===== config.mk =====
export PLATFORM = sky130hd
export DESIGN_NAME = udp_command_header_parser_core
export DESIGN_NICKNAME = d
export VERILOG_FILES = /design/src/design/ucp_pkg.sv /design/src/design/ucp_parse.sv /design/src/design/ucp_out_buf.sv /design/src/design/udp_command_header_parser_core.sv
export VERILOG_INCLUDE_DIRS = /design/src /design/src/design
export SDC_FILE = /design/constraint.sdc
export NUM_CORES = 1
export LEC_CHECK = 0
export BUFFER_PORTS_ARGS = -buffer_cell sky130_fd_sc_hd__buf_2
export CELL_PAD_IN_SITES_DETAIL_PLACEMENT = 1
export CELL_PAD_IN_SITES_GLOBAL_PLACEMENT = 1
export CORE_MARGIN = 8
export CORE_UTILIZATION = 45
export DETAILED_ROUTE_END_ITERATION = 8
export PLACE_DENSITY_LB_ADDON = 0.1
export SYNTH_ARGS = -nofsm -noshare
export SYNTH_HDL_FRONTEND = slang
export SYNTH_SLANG_ARGS = --single-unit
export TNS_END_PERCENT = 100

===== constraint.sdc =====
create_clock -name clk_i -period 10.46 [get_ports clk_i]
set_input_delay 2.092 -clock clk_i [delete_from_list [all_inputs] [get_ports clk_i]]
set_output_delay 2.092 -clock clk_i [all_outputs]
set_load 0.01 [all_outputs]

===== src/design/udp_command_header_parser_core_defines.svh =====
// Assertion macros shared by the datagram header parser modules.
// Expect clk_i and rst_ni in the scope where they are used.
`ifndef UDP_COMMAND_HEADER_PARSER_CORE_DEFINES_SVH
`define UDP_COMMAND_HEADER_PARSER_CORE_DEFINES_SVH

// same-cycle implication
`define UCP_ASSERT_IMP(lbl, ante, cons) \
  lbl: assert property (@(posedge clk_i) disable iff (!rst_ni) (ante) |-> (cons)) \
    else $error("ucp assertion failed");

// next-cycle implication
`define UCP_ASSERT_NXT(lbl, ante, cons) \
  lbl: assert property (@(posedge clk_i) disable iff (!rst_ni) (ante) |=> (cons)) \
    else $error("ucp assertion failed");

`endif


===== src/design/ucp_pkg.sv =====
// Types and constants for the datagram command header parser.
// No dependencies; used by all design modules.
package ucp_pkg;

  localparam int unsigned BYTE_W    = 8;
  localparam int unsigned HALF_W    = 16;
  localparam int unsigned WORD_W    = 32;
  localparam int unsigned POS_W     = 5;
  localparam int unsigned STATUS_W  = 2;
  localparam int unsigned USED_W    = 4;
  localparam int unsigned CFG_IDX_W = 2;

  // result status codes
  localparam logic [STATUS_W-1:0] ST_OK        = 2'd0;
  localparam logic [STATUS_W-1:0] ST_BAD_MAGIC = 2'd1;
  localparam logic [STATUS_W-1:0] ST_BAD_LEN   = 2'd2;

  // configuration register indexes
  localparam logic [CFG_IDX_W-1:0] CFG_MAGIC  = 2'd0;
  localparam logic [CFG_IDX_W-1:0] CFG_MAXLEN = 2'd1;
  localparam logic [CFG_IDX_W-1:0] CFG_INT16  = 2'd2;
  localparam logic [CFG_IDX_W-1:0] CFG_INT32  = 2'd3;

  // byte counts at which a field completes
  localparam logic [POS_W-1:0] POS_MAGIC = 5'd4;
  localparam logic [POS_W-1:0] POS_LEN   = 5'd8;
  localparam logic [POS_W-1:0] POS_MSG   = 5'd10;
  localparam logic [POS_W-1:0] POS_CMD   = 5'd12;
  localparam logic [POS_W-1:0] POS_VTYPE = 5'd14;
  localparam logic [POS_W-1:0] POS_VAL16 = 5'd16;
  localparam logic [POS_W-1:0] POS_VAL32 = 5'd18;

  // bytes consumed after the magic word
  localparam logic [USED_W-1:0] USED_NONE  = 4'd10;
  localparam logic [USED_W-1:0] USED_VAL16 = 4'd12;
  localparam logic [USED_W-1:0] USED_VAL32 = 4'd14;

  // configuration reset values
  localparam logic [WORD_W-1:0] RST_MAGIC  = 32'h0000_0000;
  localparam logic [WORD_W-1:0] RST_MAXLEN = 32'h0000_FFFF;
  localparam logic [HALF_W-1:0] RST_INT16  = 16'd1;
  localparam logic [HALF_W-1:0] RST_INT32  = 16'd2;

  typedef struct packed {
    logic [WORD_W-1:0] magic_word;
    logic [WORD_W-1:0] len_limit;
    logic [HALF_W-1:0] int16_type_code;
    logic [HALF_W-1:0] int32_type_code;
  } cfg_t;

  typedef struct packed {
    logic [STATUS_W-1:0]      status;
    logic [HALF_W-1:0]        msg_kind;
    logic [HALF_W-1:0]        command_code;
    logic [HALF_W-1:0]        val_kind;
    logic signed [WORD_W-1:0] payload_value;
    logic [USED_W-1:0]        bytes_used;
  } res_t;

endpackage


===== src/design/ucp_parse.sv =====
// Input register and header field assembly for the datagram parser.
// Depends on ucp_pkg and the shared assertion macro header.
`include "udp_command_header_parser_core_defines.svh"

module ucp_parse (
  input  logic                          clk_i,
  input  logic                          rst_ni,
  input  ucp_pkg::cfg_t                 cfg_i,
  input  logic                          in_valid_i,
  output logic                          in_stall_o,
  input  logic [ucp_pkg::BYTE_W-1:0]    data_byte_i,
  input  logic                          first_byte_i,
  input  logic                          buf_full_i,
  output logic                          res_push_o,
  output ucp_pkg::res_t                 res_o
);
  import ucp_pkg::*;

  logic              in_valid_q, in_valid_d;
  logic [BYTE_W-1:0] data_q;
  logic              first_q;
  logic              accept, take;

  logic [POS_W-1:0]  pos_q, pos_d;
  logic [WORD_W-1:0] shift_q, shift_d;
  logic [HALF_W-1:0] hw0_q, hw0_d, hw1_q, hw1_d, hw2_q, hw2_d;
  logic              bad_q, bad_d;
  logic              fin_q, fin_d;

  logic              live;
  logic              emit;
  logic [STATUS_W-1:0] emit_st;
  logic [WORD_W-1:0] emit_val;
  logic [USED_W-1:0] emit_used;
  logic [POS_W-1:0]  pos_n;
  logic [WORD_W-1:0] shift_n;
  logic              ok;

  assign in_stall_o = in_valid_q & buf_full_i;
  assign accept     = in_valid_i & ~in_stall_o;
  assign take       = in_valid_q & ~buf_full_i;
  assign in_valid_d = accept | (in_valid_q & ~take);

  // a byte outside an open datagram is dropped without a result
  assign live    = take & (first_q | ~fin_q);
  assign pos_n   = first_q ? POS_W'(1) : pos_q + POS_W'(1);
  assign shift_n = first_q ? {{(WORD_W-BYTE_W){1'b0}}, data_q}
                           : {shift_q[WORD_W-BYTE_W-1:0], data_q};

  always_comb begin
    pos_d     = pos_q;
    shift_d   = shift_q;
    hw0_d     = hw0_q;
    hw1_d     = hw1_q;
    hw2_d     = hw2_q;
    bad_d     = bad_q;
    fin_d     = fin_q;
    emit      = 1'b0;
    emit_st   = ST_OK;
    emit_val  = '0;
    emit_used = '0;
    if (live) begin
      pos_d   = pos_n;
      shift_d = shift_n;
      if (first_q) begin
        hw0_d = '0;
        hw1_d = '0;
        hw2_d = '0;
        bad_d = 1'b0;
        fin_d = 1'b0;
      end
      case (pos_n)
        POS_MAGIC: bad_d = (shift_n != cfg_i.magic_word);
        POS_LEN: begin
          if (bad_d) begin
            emit    = 1'b1;
            emit_st = ST_BAD_MAGIC;
          end else if (shift_n > cfg_i.len_limit) begin
            emit    = 1'b1;
            emit_st = ST_BAD_LEN;
          end
        end
        POS_MSG: hw0_d = shift_n[HALF_W-1:0];
        POS_CMD: hw1_d = shift_n[HALF_W-1:0];
        POS_VTYPE: begin
          hw2_d = shift_n[HALF_W-1:0];
          if (shift_n[HALF_W-1:0] != cfg_i.int16_type_code &&
              shift_n[HALF_W-1:0] != cfg_i.int32_type_code) begin
            emit      = 1'b1;
            emit_used = USED_NONE;
          end
        end
        POS_VAL16: begin
          if (hw2_q == cfg_i.int16_type_code) begin
            emit      = 1'b1;
            emit_val  = {{HALF_W{shift_n[HALF_W-1]}}, shift_n[HALF_W-1:0]};
            emit_used = USED_VAL16;
          end
        end
        POS_VAL32: begin
          emit      = 1'b1;
          emit_val  = shift_n;
          emit_used = USED_VAL32;
        end
        default: ;
      endcase
      if (emit) fin_d = 1'b1;
    end
  end

  assign ok         = (emit_st == ST_OK);
  assign res_push_o = emit;

  always_comb begin
    res_o.status        = emit_st;
    res_o.msg_kind      = ok ? hw0_d : '0;
    res_o.command_code  = ok ? hw1_d : '0;
    res_o.val_kind      = ok ? hw2_d : '0;
    res_o.payload_value = ok ? emit_val : '0;
    res_o.bytes_used    = ok ? emit_used : '0;
  end

  always_ff @(posedge clk_i or negedge rst_ni) begin
    if (!rst_ni) begin
      in_valid_q <= 1'b0;
      pos_q      <= '0;
      shift_q    <= '0;
      hw0_q      <= '0;
      hw1_q      <= '0;
      hw2_q      <= '0;
      bad_q      <= 1'b0;
      fin_q      <= 1'b1;
    end else begin
      in_valid_q <= in_valid_d;
      pos_q      <= pos_d;
      shift_q    <= shift_d;
      hw0_q      <= hw0_d;
      hw1_q      <= hw1_d;
      hw2_q      <= hw2_d;
      bad_q      <= bad_d;
      fin_q      <= fin_d;
    end
  end

  always_ff @(posedge clk_i) begin
    if (accept) begin
      data_q  <= data_byte_i;
      first_q <= first_byte_i;
    end
  end

  `UCP_ASSERT_NXT(a_emit_closes, res_push_o, fin_q)
  `UCP_ASSERT_IMP(a_pos_bound, 1'b1, pos_q <= POS_VAL32)
  `UCP_ASSERT_IMP(a_reject_zero, res_push_o && res_o.status != ST_OK,
                  res_o.bytes_used == '0 && res_o.payload_value == '0)

endmodule


===== src/design/ucp_out_buf.sv =====
// Two-entry result register that decouples the parser from output stall.
// Depends on ucp_pkg and the shared assertion macro header.
`include "udp_command_header_parser_core_defines.svh"

module ucp_out_buf (
  input  logic           clk_i,
  input  logic           rst_ni,
  input  logic           push_i,
  input  ucp_pkg::res_t  res_i,
  output logic           full_o,
  output logic           out_valid_o,
  input  logic           out_stall_i,
  output ucp_pkg::res_t  res_o
);
  import ucp_pkg::*;

  res_t       mem_q [2];
  logic       wr_q, rd_q;
  logic [1:0] cnt_q, cnt_d;
  logic       pop;

  assign full_o      = (cnt_q == 2'd2);
  assign out_valid_o = (cnt_q != 2'd0);
  assign pop         = out_valid_o & ~out_stall_i;
  assign res_o       = mem_q[rd_q];

  always_comb begin
    cnt_d = cnt_q;
    if (push_i && !pop) cnt_d = cnt_q + 2'd1;
    else if (!push_i && pop) cnt_d = cnt_q - 2'd1;
  end

  always_ff @(posedge clk_i or negedge rst_ni) begin
    if (!rst_ni) begin
      wr_q  <= 1'b0;
      rd_q  <= 1'b0;
      cnt_q <= '0;
    end else begin
      cnt_q <= cnt_d;
      if (push_i) wr_q <= ~wr_q;
      if (pop)    rd_q <= ~rd_q;
    end
  end

  always_ff @(posedge clk_i) begin
    if (push_i) mem_q[wr_q] <= res_i;
  end

  `UCP_ASSERT_IMP(a_cnt_max, 1'b1, cnt_q <= 2'd2)
  `UCP_ASSERT_IMP(a_no_overflow, push_i, cnt_q != 2'd2)
  `UCP_ASSERT_NXT(a_fill_one, push_i && cnt_q == 2'd0, cnt_q == 2'd1 && wr_q != rd_q)

endmodule


===== src/design/udp_command_header_parser_core.sv =====
// Datagram command header parser: one byte per cycle, at most one result per datagram.
// A result passes from the input register through the 2-entry result buffer before it
// can transfer. Throughput: one byte per cycle, set by the single-pass field logic;
// input stalls only with the buffer full.
// Reset: asynchronous active low; config returns to defaults, parser waits for a first byte.
// Depends on ucp_pkg, ucp_parse and ucp_out_buf.
module udp_command_header_parser_core (
  input  logic                             clk_i,
  input  logic                             rst_ni,
  input  logic                             cfg_we_i,
  input  logic [ucp_pkg::CFG_IDX_W-1:0]    cfg_index_i,
  input  logic [ucp_pkg::WORD_W-1:0]       cfg_data_i,
  input  logic                             in_valid_i,
  output logic                             in_stall_o,
  input  logic [ucp_pkg::BYTE_W-1:0]       data_byte_i,
  input  logic                             first_byte_i,
  output logic                             out_valid_o,
  input  logic                             out_stall_i,
  output logic [ucp_pkg::STATUS_W-1:0]     status_o,
  output logic [ucp_pkg::HALF_W-1:0]       msg_kind_o,
  output logic [ucp_pkg::HALF_W-1:0]       command_code_o,
  output logic [ucp_pkg::HALF_W-1:0]       val_kind_o,
  output logic signed [ucp_pkg::WORD_W-1:0] payload_value_o,
  output logic [ucp_pkg::USED_W-1:0]       bytes_used_o
);
  import ucp_pkg::*;

  cfg_t cfg_q;
  res_t parse_res, buf_res;
  logic parse_push;
  logic buf_full;

  always_ff @(posedge clk_i or negedge rst_ni) begin
    if (!rst_ni) begin
      cfg_q.magic_word      <= RST_MAGIC;
      cfg_q.len_limit       <= RST_MAXLEN;
      cfg_q.int16_type_code <= RST_INT16;
      cfg_q.int32_type_code <= RST_INT32;
    end else if (cfg_we_i) begin
      case (cfg_index_i)
        CFG_MAGIC:  cfg_q.magic_word      <= cfg_data_i;
        CFG_MAXLEN: cfg_q.len_limit       <= cfg_data_i;
        CFG_INT16:  cfg_q.int16_type_code <= cfg_data_i[HALF_W-1:0];
        CFG_INT32:  cfg_q.int32_type_code <= cfg_data_i[HALF_W-1:0];
        default: ;
      endcase
    end
  end

  ucp_parse u_parse (
    .clk_i        (clk_i),
    .rst_ni       (rst_ni),
    .cfg_i        (cfg_q),
    .in_valid_i   (in_valid_i),
    .in_stall_o   (in_stall_o),
    .data_byte_i  (data_byte_i),
    .first_byte_i (first_byte_i),
    .buf_full_i   (buf_full),
    .res_push_o   (parse_push),
    .res_o        (parse_res)
  );

  ucp_out_buf u_out_buf (
    .clk_i       (clk_i),
    .rst_ni      (rst_ni),
    .push_i      (parse_push),
    .res_i       (parse_res),
    .full_o      (buf_full),
    .out_valid_o (out_valid_o),
    .out_stall_i (out_stall_i),
    .res_o       (buf_res)
  );

  assign status_o        = buf_res.status;
  assign msg_kind_o      = buf_res.msg_kind;
  assign command_code_o  = buf_res.command_code;
  assign val_kind_o      = buf_res.val_kind;
  assign payload_value_o = buf_res.payload_value;
  assign bytes_used_o    = buf_res.bytes_used;

endmodule

==> results.toml, run 1 <==
[clock_tree]
cts.sinks = 359
holdBufCountCts = 0
cts_tree = "done"
clock_path_buffers = 3
cts.repair.resized = 0
clk_pin_slew_ps = 60
worstSkewPairLatency_ps = 530
cts_buffers = 40
htree_levels = 2
cts_setup_buffers = 0
root_buffer = "clkbuf_16"

[logic_synthesis]
synth_top_family_by_area = "multiplexers"
synth_xor_area_frac = 0.0413
ys_types = 72
syn_nets = 1311
synth.ff_latch_count = 359
synthFlopType = "edfxtp_1"
synth_mux_area_frac = 0.127
synth-compound-area-share = 0.0644
synth_fa_ha_area_frac = 0.0261
synthArstFlopShare = 0.501
synth-simple-area-share = 0.102
yosys_warnings = 0
synth_area_um2 = 16300
synth_edf_count = 179
netlist_instances = 1229
yosysSeqAreaShare = 0.607
synth.avg_cell_area_um2 = 13.3

[setup_path]
critPathLaunchType = "flip-flop"
cp_common_cell = "buf_4"
cp.arrival_ps = 4980
path_class = "reg2reg"
critPathSlowestCell = "buf_4"
cp.required_ps = 10610
cp_max_fo = 73
cp_slowest_stage_delay_ps = 780
cp-end-kind = "flip-flop"
path_cells = "buf_4 > nand2b_1 > inv_1 > ha_1 > nand4_1 > nor3_1 > o21ai_0 > a41oi_1 > o311ai_0 > o211a_2 > nor2b_4 > buf_4"

[sta]
final_max_slew_viol_count = 0
rsz0062_at_grt = "no"
clock_skew_ps = 13.5
fmaxAchievable_mhz = 207
hold_viol = 0
layout_min_cycle_time_ps = 4830
worst_pin_slew_ps = 1110
slew_headroom = 0.256
setup_viol = 0
hold_slack_ps = 483
tns_ps = 0
finalCritPeriodShare = 0.462

[die]
initial_core_util = 0.457
rows = 69
die_height_um = 206
coreArea_um2 = 35700
io_pins = 136
fp.dieW_um = 206
die_area_um2 = 42600

[placement]
dp.cells = 1770
dpl.hpwl_mm = 30.2
place.port_buffers = 134
finalWeightedCongestion = 0.842

[final_layout]
n_fill_cell = 3604
diodes = 0
register_area_um2 = 9910
final_cell_count_no_fill = 1844
drive_gt1_frac = 0.320
fin_nets = 1433
synthToLayoutAreaGrowth_pct = 14.7
multi_input_area_um2 = 5920

[drt]
wl_per_cell_um = 23.2
finalWirelength_mm = 42.9
num_vias = 10005
vias_per_cell = 5.43
dr.first_iter.drc_count = 536
dr.pass1.iters = 4
ant_nets = 0
drc = 0

[outcome]
status = "finished, final reports clean"

[grt]
grt_pass1_vias = 10919
grt_remaining_overflow = 0
grt_max_degree = 74
track_usage = 0.205
grt_pass1_wl_mm = 66.6
antenna_found_initial = 0

[pwr]
p_per_area_nw_per_um2 = 232
ir_worst_vdd_v = 0.000136
total_power_w = 0.00434
power_leakage_nw = 7.28

[min_path]
holdCritPathClass = "reg2reg"

[flow_run]
max_cap_violations = 0
-- power by group --
group / total [W] / switching, W / internal [W]
Combinational: 0.00103 / 0.000553 / 0.000473
Clock: 0.00142 / 0.000564 / 0.000853
Sequential: 0.00190 / 0.000228 / 0.00167
Total: 0.00434 / 0.00134 / 0.00299
-- Yosys cell counts, drive strengths merged, types with 10 or more instances --
cell / instances / area (um^2)
nor2: 32 / 146
inv: 49 / 184
dfstp: 19 / 499
xnor2: 50 / 445
xor2: 26 / 228
and2: 57 / 357
edfxtp: 179 / 5380
ha: 34 / 425
o21ai: 46 / 234
dfrtp: 161 / 4030
nand2: 113 / 427
buf: 24 / 166
nand4: 20 / 125
nand2b: 16 / 100
mux2: 182 / 2050
a22oi: 19 / 143
clkbuf: 42 / 158
a22o: 29 / 254
nor2b: 22 / 140
a21oi: 29 / 190
nand3: 10 / 60.1
-- placed cells by master (no fill, tap or decap), types with 9 or more instances in the layout --
cell type / Yosys / routed
nand2_1: 112 / 112
dfstp_2: 19 / 19
xor2_1: 26 / 26
xnor2_1: 49 / 49
clkbuf_16: 0 / 44
nand2b_1: 16 / 16
mux2_2: 181 / 181
nand4_1: 20 / 20
buf_4: 3 / 12
a21oi_1: 19 / 19
a22oi_1: 19 / 19
dfrtp_1: 161 / 160
a22o_1: 29 / 29
nor2_1: 29 / 27
inv_1: 48 / 48
buf_2: 7 / 133
and2_1: 57 / 57
ha_1: 34 / 34
edfxtp_1: 179 / 179
nor2b_1: 21 / 21
a21oi_2: 9 / 9
o21ai_0: 41 / 41
clkbuf_1: 42 / 11
-- path summary, 6_finish.rpt --
path | start | to | slack (ps) | cells after the start
max | u_parse.first_q$_DFFE_PP_ | u_out_buf.mem_q[1][58]$_DFFE_PP_ | 5630 | 12
min | u_parse.shift_q[20]$_DFFE_PN0P_ | u_parse.shift_q[20]$_DFFE_PN0P_ | 480 | 2
max reg2reg | u_parse.first_q$_DFFE_PP_ | u_out_buf.mem_q[1][58]$_DFFE_PP_ | 5630 | 12
min reg2reg | u_parse.shift_q[20]$_DFFE_PN0P_ | u_parse.shift_q[20]$_DFFE_PN0P_ | 480 | 2
max in group asynchronous | rst_ni | u_out_buf.rd_q$_DFFE_PN0P_ | 7500 | 2
min in group asynchronous | rst_ni | cfg_q[81]$_DFFE_PN0P_ | 1540 | 1
-- flip-flops by register name, summed over array words and instances, names as in the netlist, 2 cells and up --
register	cells
u_parse.hw1_q	16
u_out_buf.mem_q	170
u_parse.data_q	8
u_parse.shift_q	24
u_parse.hw0_q	16
u_parse.hw2_q	16
u_out_buf.cnt_q	2
u_parse.pos_q	5
cfg_q	96
-- through the flow --
step | util | instance area (um^2) | worst slack (ps)
3_3_place_gp | 0.487 | 17400 | 5760
2_1_floorplan | - | 16300 | 4020
4_1_cts | 0.524 | 18700 | 5660
3_5_place_dp | 0.487 | 17400 | 5690
6_report | 0.524 | 18700 | 5630
5_1_grt | 0.524 | 18700 | 5320
-- cells by family (layout without fill, tap and decap cells) --
group	after synthesis	count (layout)
AO/OA/AOI/OAI	152	152
XOR/XNOR	76	76
adder cells (fa/ha/maj)	34	34
buffers and inverters	115	269
flip-flops	359	359
multiplexers	183	183
other	1	1
AND/OR/NAND/NOR	309	309
-- final cells by class --
cell class,count,share of cell area
Clock buffer,60,0.0648
Clock inverter,14,0.00723
Inverter,49,0.00984
Multi-Input combinational cell,755,0.317
Sequential cell,359,0.530
Tap cell,461,0.0308
Timing Repair Buffer,146,0.0410
-- layer usage --
| layer | track usage | up-vias | part of all wire | wire length [um] |
|---|---|---|---|---|
| met5 | 0 | - | 0 | 0 |
| met4 | 0.0434 | 0 | 0.017 | 732 |
| met3 | 0.0307 | 48 | 0.050 | 2150 |
| met2 | 0.325 | 180 | 0.46 | 19800 |
| met1 | 0.295 | 5148 | 0.47 | 20100 |
| li1 | - | 4629 | - | - |
-- worst max-delay path, delay by kind of cell (launching register included) --
kind	cells	cell delay (ps)
AOI/OAI and AO/OA	4	920
adders and majority gates	1	320
buffers and inverters	3	1460
DFF	1	320
and+or+nand+nor	4	1280
(Power assumes the default switching activity.)
==> inputs of run 2 (changes only) <==
--- a/config.mk
+++ b/config.mk
@@ -6,6 +6,7 @@
 export SDC_FILE = /design/constraint.sdc
 export NUM_CORES = 1
 export LEC_CHECK = 0
+export ABC_AREA = 1
 export BUFFER_PORTS_ARGS = -buffer_cell sky130_fd_sc_hd__buf_2
 export CELL_PAD_IN_SITES_DETAIL_PLACEMENT = 1
 export CELL_PAD_IN_SITES_GLOBAL_PLACEMENT = 1
==> constraint.sdc (replaced) <==
create_clock -name clk_i -period 4.7 [get_ports clk_i]
set_input_delay 0.94 -clock clk_i [delete_from_list [all_inputs] [get_ports clk_i]]
set_output_delay 0.94 -clock clk_i [all_outputs]
set_load 0.01 [all_outputs]
==> run 2 against run 1 <==
Global-route usage rose by 0.99 points. Worst hold slack got worse by 5.9 ps. Register-to-register slack got worse by 4800 ps. Setup slack got worse by 4800 ps. Critical path depth rose by 3. Area after synthesis rose by 1.4%. Clock-buffer cell count fell by 3. First-iteration DRC count rose by 48%. Sequential power rose by 120%. Final area rose by 1.7%. Sequential cell count did not move. Non-clock buffer count rose by 7.
==> results.toml, run 2 <==
[logic_synthesis]
yosys_warnings = 0
synth_area_um2 = 16500
synth_area_leader_cell = "edfxtp_1"
syn_nets = 1898
synth_edf_count = 179
synthArstFlopShare = 0.501
yosys-top-cells-count = "618 x nand2_1, 211 x inv_1, 179 x edfxtp_1"
synthTopCellsByArea = "edfxtp_1 33%, dfrtp_1 24%, nand2_1 14%"
netlist_instances = 1816
synth.avg_cell_area_um2 = 9.11
yosysSeqAreaShare = 0.599
synth.most_common_cell = "nand2_1"
synth_top_area_share = 0.325
synthFlopType = "edfxtp_1"
synth.ff_latch_count = 359
ys_types = 43

[drt]
drc = 0
dr.pass1.iters = 5
vias_per_cell = 5.11
ant_nets = 0
num_vias = 12472
finalWirelength_mm = 46.0
dr.first_iter.drc_count = 794
wl_per_cell_um = 18.9

[grt]
grt_pass1_wl_mm = 73.9
grt_pass1_vias = 13138
grt_max_degree = 102
track_usage = 0.215
grt_remaining_overflow = 0
antenna_found_initial = 1

[placement]
finalWeightedCongestion = 0.843
place_area_um2 = 17700
dp.cells = 2366
place.port_buffers = 134
dpl.hpwl_mm = 32.5
pre_cts_slack_ps = 843

[final_layout]
drive_gt1_frac = 0.143
final_area_um2 = 19000
largest_reg_flops = 170
reg_top3 = "u_out_buf.mem_q (170), cfg_q (96), u_parse.shift_q (24)"
fin_nets = 2022
post-route-util = 0.522
final_cell_count_no_fill = 2439
largest-register = "u_out_buf.mem_q"
n_fill_cell = 4249
final_common_cell = "nand2_1"
synthToLayoutAreaGrowth_pct = 15.0
diodes = 0
final_cell_mix = "617 x nand2_1, 210 x inv_1, 179 x edfxtp_1"
register_area_um2 = 9900
multi_input_area_um2 = 5510

[setup_path]
critPathSlowestCell = "inv_2"
cp.arrival_ps = 4050
r2r-end = "u_out_buf.mem_q[1][52]$_DFFE_PP_"
critPathLaunchType = "flip-flop"
crit_start = "u_parse.first_q$_DFFE_PP_"
rr_worst_depth = 15
timing.rr.start = "u_parse.first_q$_DFFE_PP_"
cp-end-kind = "flip-flop"
critPathCapture = "u_out_buf.mem_q[1][52]$_DFFE_PP_"
cp_common_cell = "nand2_1"
cp_slowest_stage_delay_ps = 480
path_class = "reg2reg"
path_cells = "inv_2 > nand2_1 > inv_1 > ha_1 > nand2_1 > nor2_1 > nand2_1 > nor4_1 > nand2_1 > nand2_1 > nand2_1 > nand3_1 > nand2_1 > nor2_4 > buf_12"
cp.required_ps = 4920
cp_max_fo = 40
reg2reg_slack_ps = 870

[sta]
fmaxAchievable_mhz = 261
finalCritPeriodShare = 0.814
tns_ps = 0
hold_viol = 0
worst_slack_ps = 873
clock_skew_ps = 20.2
setup_viol = 0
slew_headroom = 0.235
final_max_slew_viol_count = 0
layout_min_cycle_time_ps = 3830
rsz0062_at_grt = "no"
worst_pin_slew_ps = 1150

[clock_tree]
root_buffer = "clkbuf_16"
holdBufCountCts = 0
cts.repair.resized = 0
cts.sinks = 359
cts_setup_buffers = 0
clk_pin_slew_ps = 60
cts_buffers = 40
cts_tree = "done"
worstSkewPairLatency_ps = 540
clock_path_buffers = 3
htree_levels = 2

[die]
initial_core_util = 0.454
die_height_um = 208
die_area_um2 = 43100
rows = 70
fp.dieW_um = 208
io_pins = 136
coreArea_um2 = 36400

[outcome]
status = "finished, final reports clean"

[flow_run]
max_cap_violations = 0

[pwr]
ir_worst_vdd_v = 0.000299
power_leakage_nw = 9.31
p_per_area_nw_per_um2 = 540

[min_path]
holdCritPathClass = "reg2reg"
[run 2: cell types whose count changed after synthesis, moves of 13 or more]
| cell | delta |
|---|---|
| a21oi_1 | +17 |
| a22o_1 | -29 |
| a31oi_1 | +18 |
| and2_1 | -57 |
| inv_1 | +163 |
| mux2_2 | -181 |
| nand2_1 | +506 |
| nand2b_1 | -15 |
| nand3_1 | +13 |
| nor2_1 | +118 |
| nor2b_1 | -19 |
| o21ai_0 | +115 |
| or2_2 | +23 |
| xnor2_1 | -24 |
[run 2: worst min-delay path by stage]
| stage | to | slack, ps | start | cells past startpoint |
|---|---|---|---|---|
| detailed placement | u_out_buf.cnt_q[0]$_DFFE_PN0P_ | 470 | u_out_buf.cnt_q[0]$_DFFE_PN0P_ | 1 |
| finish | u_out_buf.cnt_q[0]$_DFFE_PN0P_ | 480 | u_out_buf.cnt_q[0]$_DFFE_PN0P_ | 1 |
| global route | u_out_buf.cnt_q[0]$_DFFE_PN0P_ | 500 | u_out_buf.cnt_q[0]$_DFFE_PN0P_ | 1 |
| CTS | u_out_buf.cnt_q[0]$_DFFE_PN0P_ | 480 | u_out_buf.cnt_q[0]$_DFFE_PN0P_ | 1 |
| floorplan | u_parse.hw0_q[7]$_DFF_PN0_ | 440 | u_parse.hw0_q[7]$_DFF_PN0_ | 2 |
| global placement | u_out_buf.cnt_q[0]$_DFFE_PN0P_ | 460 | u_out_buf.cnt_q[0]$_DFFE_PN0P_ | 1 |
[run 2: worst max-delay path, delay by kind of cell, from the launching register on]
family                     cells  cell delay (ps)
adders and majority gates      1              150
buffers and inverters          3              920
DFF                            1              410
and+or+nand+nor               11             2020
[run 2: kinds of logic (layout without fill, tap and decap cells)]
kind of cell	Yosys count	count (layout)	synth area share
other	1	1	0.000227
DFF	359	359	0.599
AOI/OAI and AO/OA	252	252	0.0835
adders and majority gates	34	34	0.0257
buffers and inverters	289	444	0.0690
and+or+nand+nor	842	842	0.202
xor gates and xnor gates	39	39	0.0207
[run 2: metal layers]
metal	vias up	global-route usage	share of wire	routed length [um]
li1	6046	-	-	-
met1	6127	0.291	0.46	21100
met2	233	0.354	0.47	21800
met3	64	0.0362	0.046	2110
met4	2	0.0582	0.022	1030
met5	-	0	0.00041	19
[run 2: area by class of cell]
class,instances,area share
Inverter,218,0.0431
Timing Repair Buffer,153,0.0457
Tap cell,468,0.0308
Sequential cell,359,0.521
Clock buffer,57,0.0603
Clock inverter,16,0.00928
Multi-Input combinational cell,1168,0.290
[run 2: metrics by stage]
stage	total power [W]	hold slack, ps
after CTS	0.0104	477
after detailed placement	0.00722	468
after global routing	0.0109	503
final	0.0103	477
after floorplan	0.00606	438
after global placement	0.00710	459
[run 2: power breakdown]
| part | switching, W | internal, W |
|---|---|---|
| registers | 0.000306 | 0.00380 |
| logic | 0.00207 | 0.000969 |
| clock network | 0.00125 | 0.00187 |
| total | 0.00363 | 0.00664 |
==> inputs of run 3 (changes only) <==
--- a/config.mk
+++ b/config.mk
@@ -6,7 +6,7 @@
 export SDC_FILE = /design/constraint.sdc
 export NUM_CORES = 1
 export LEC_CHECK = 0
-export ABC_AREA = 1
+export ABC_AREA = 0
 export BUFFER_PORTS_ARGS = -buffer_cell sky130_fd_sc_hd__buf_2
 export CELL_PAD_IN_SITES_DETAIL_PLACEMENT = 1
 export CELL_PAD_IN_SITES_GLOBAL_PLACEMENT = 1
==> constraint.sdc (replaced) <==
create_clock -name clk_i -period 4 [get_ports clk_i]
set_input_delay 0.8 -clock clk_i [delete_from_list [all_inputs] [get_ports clk_i]]
set_output_delay 0.8 -clock clk_i [all_outputs]
set_load 0.01 [all_outputs]
==> run 3 against run 2 <==
Worst hold slack got worse by 150 ps. Clock-buffer cell count did not move. Setup slack got worse by 660 ps. Critical path type unchanged. Highest routed layer is now met4. Largest power group unchanged.
==> results.toml, run 3 (synthesized netlist as in run 1, its figures left out) <==
[final_layout]
drive_gt1_frac = 0.349
post-route-util = 0.541
largest-register = "u_out_buf.mem_q"
synthToLayoutAreaGrowth_pct = 18.3
final_common_cell = "mux2_2"
diodes = 0
reg_top3 = "u_out_buf.mem_q (170), cfg_q (96), u_parse.shift_q (24)"
largest_reg_flops = 170
final_cell_mix = "181 x mux2_2, 179 x edfxtp_1, 160 x dfrtp_1"
fin_nets = 1501

[drt]
vias_per_cell = 5.39
drc = 0
wl_per_cell_um = 23.0
dr.first_iter.drc_count = 627
dr.pass1.iters = 5
finalWirelength_mm = 43.9
ant_nets = 0
num_vias = 10285

[sta]
setup_viol = 0
layout_min_cycle_time_ps = 3790
tns_ps = 0
fmaxAchievable_mhz = 264
worst_pin_slew_ps = 880
finalCritPeriodShare = 0.947
rsz0062_at_grt = "no"
slew_headroom = 0.411
clock_skew_ps = 19.0
final_max_slew_viol_count = 0
hold_viol = 0

[min_path]
holdCritPathClass = "in2async"

[clock_tree]
clk_pin_slew_ps = 60
cts_tree = "done"
worstSkewPairLatency_ps = 520
clock_path_buffers = 3
holdBufCountCts = 0
root_buffer = "clkbuf_16"
htree_levels = 2
cts.sinks = 359
cts_buffers = 39

[die]
die_area_um2 = 42600
initial_core_util = 0.457
coreArea_um2 = 35700
io_pins = 136
rows = 69
fp.dieW_um = 206
die_height_um = 206

[pwr]
p_per_area_nw_per_um2 = 598
ir_worst_vdd_v = 0.000378
power_leakage_nw = 7.64

[setup_path]
cp_max_fo = 23
cp_slowest_stage_delay_ps = 460
critPathSlowestCell = "edfxtp_1"
cp.arrival_ps = 4230
path_buf_inv = 5
path_cells = "buf_12 > nor2b_1 > ha_1 > nand4_1 > nor4_2 > buf_4 > a21oi_1 > o21ai_0 > buf_4 > o311ai_0 > o211a_2 > buf_4 > inv_1 > ha_1 > xor2_1 > nor2_1 > xor2_1"
cp-end-kind = "flip-flop"
path_class = "reg2reg"
cpLargestDelayFamily = "compound AO/OA/AOI/OAI gates"
cp_common_cell = "buf_4"
cp.required_ps = 4440
critPathLaunchType = "flip-flop"

[grt]
track_usage = 0.207
antenna_found_initial = 0
grt_max_degree = 82
grt_remaining_overflow = 0
grt_pass1_wl_mm = 67.6
grt_pass1_vias = 11088

[outcome]
status = "finished, final reports clean"

[placement]
finalWeightedCongestion = 0.835
place.port_buffers = 134
dpl.hpwl_mm = 31.7

[flow_run]
max_cap_violations = 0
## run 3: cell count changes in the layout (fill, tap and decap cells not counted), sizes merged, moves of 18 or more
| cell | before | now |
|---|---|---|
| buf | 153 | 215 |
| nor2 | 149 | 32 |
| mux2 | 0 | 182 |
| inv | 218 | 50 |
| and2 | 0 | 57 |
| a22o | 0 | 29 |
| nand2 | 623 | 113 |
| or2 | 24 | 3 |
| xnor2 | 25 | 50 |
| a31oi | 24 | 6 |
| o21ai | 160 | 46 |
| nor2b | 2 | 22 |
## run 3: area by class of cell
type / instances / area, um^2
timing repair buffer: 215 / 1420
multi-input combinational: 755 / 5920
clock buffer: 57 / 1090
clock inverter: 13 / 196
sequential: 359 / 9910
inverter: 49 / 184
tap: 461 / 577
fill: 3599 / 16400
## run 3: what timing repair did
action                     4_1_cts  5_1_grt
setup buffers                    0       12
gates resized for setup          0        0
setup endpoints to repair        0       99
## run 3: final timing paths
path                                                start                             end  slack [ps]  cells after the start
worst max-delay path            u_parse.first_q$_DFFE_PP_  u_out_buf.cnt_q[1]$_DFFE_PN0P_         210                     17
worst min-delay path                               rst_ni           cfg_q[63]$_DFFE_PN0P_         330                      1
worst max register to register  u_parse.first_q$_DFFE_PP_  u_out_buf.cnt_q[1]$_DFFE_PN0P_         210                     17
worst min register to register  u_parse.fin_q$_DFFE_PN1P_       u_parse.fin_q$_DFFE_PN1P_         470                      2
max in group asynchronous                          rst_ni           cfg_q[10]$_DFFE_PN0P_        2760                      2
min in group clk_i                         data_byte_i[4]     u_parse.data_q[4]$_DFFE_PP_         460                      1
## run 3: power by group
group	switching, W	total (W)	internal, W	leakage (nW)
Clock	0.00142	0.00364	0.00222	0.632
Sequential	0.000474	0.00484	0.00436	3.71
Combinational	0.00167	0.00306	0.00139	3.29
## run 3: metal layers
layer | up-vias | wire [um] | part of all wire | global-route usage
met2 | 187 | 19800 | 0.45 | 0.317
met4 | 0 | 717 | 0.016 | 0.0450
met5 | - | 0 | 0 | 0
li1 | 4759 | - | - | -
met3 | 46 | 1570 | 0.036 | 0.0262
met1 | 5293 | 21800 | 0.50 | 0.312
## run 3: through the flow
stage	hold WS [ps]	cells	setup slack (ps)	cell area (um^2)	power, W
6_report	329	1909	213	19300	0.0115
5_1_grt	389	1909	19.6	19300	0.0121
4_1_cts	365	1897	224	19200	0.0117
3_5_place_dp	458	1827	260	17900	0.00796
3_3_place_gp	455	1827	387	17900	0.00790
2_1_floorplan	438	1229	21.2	16300	0.00670
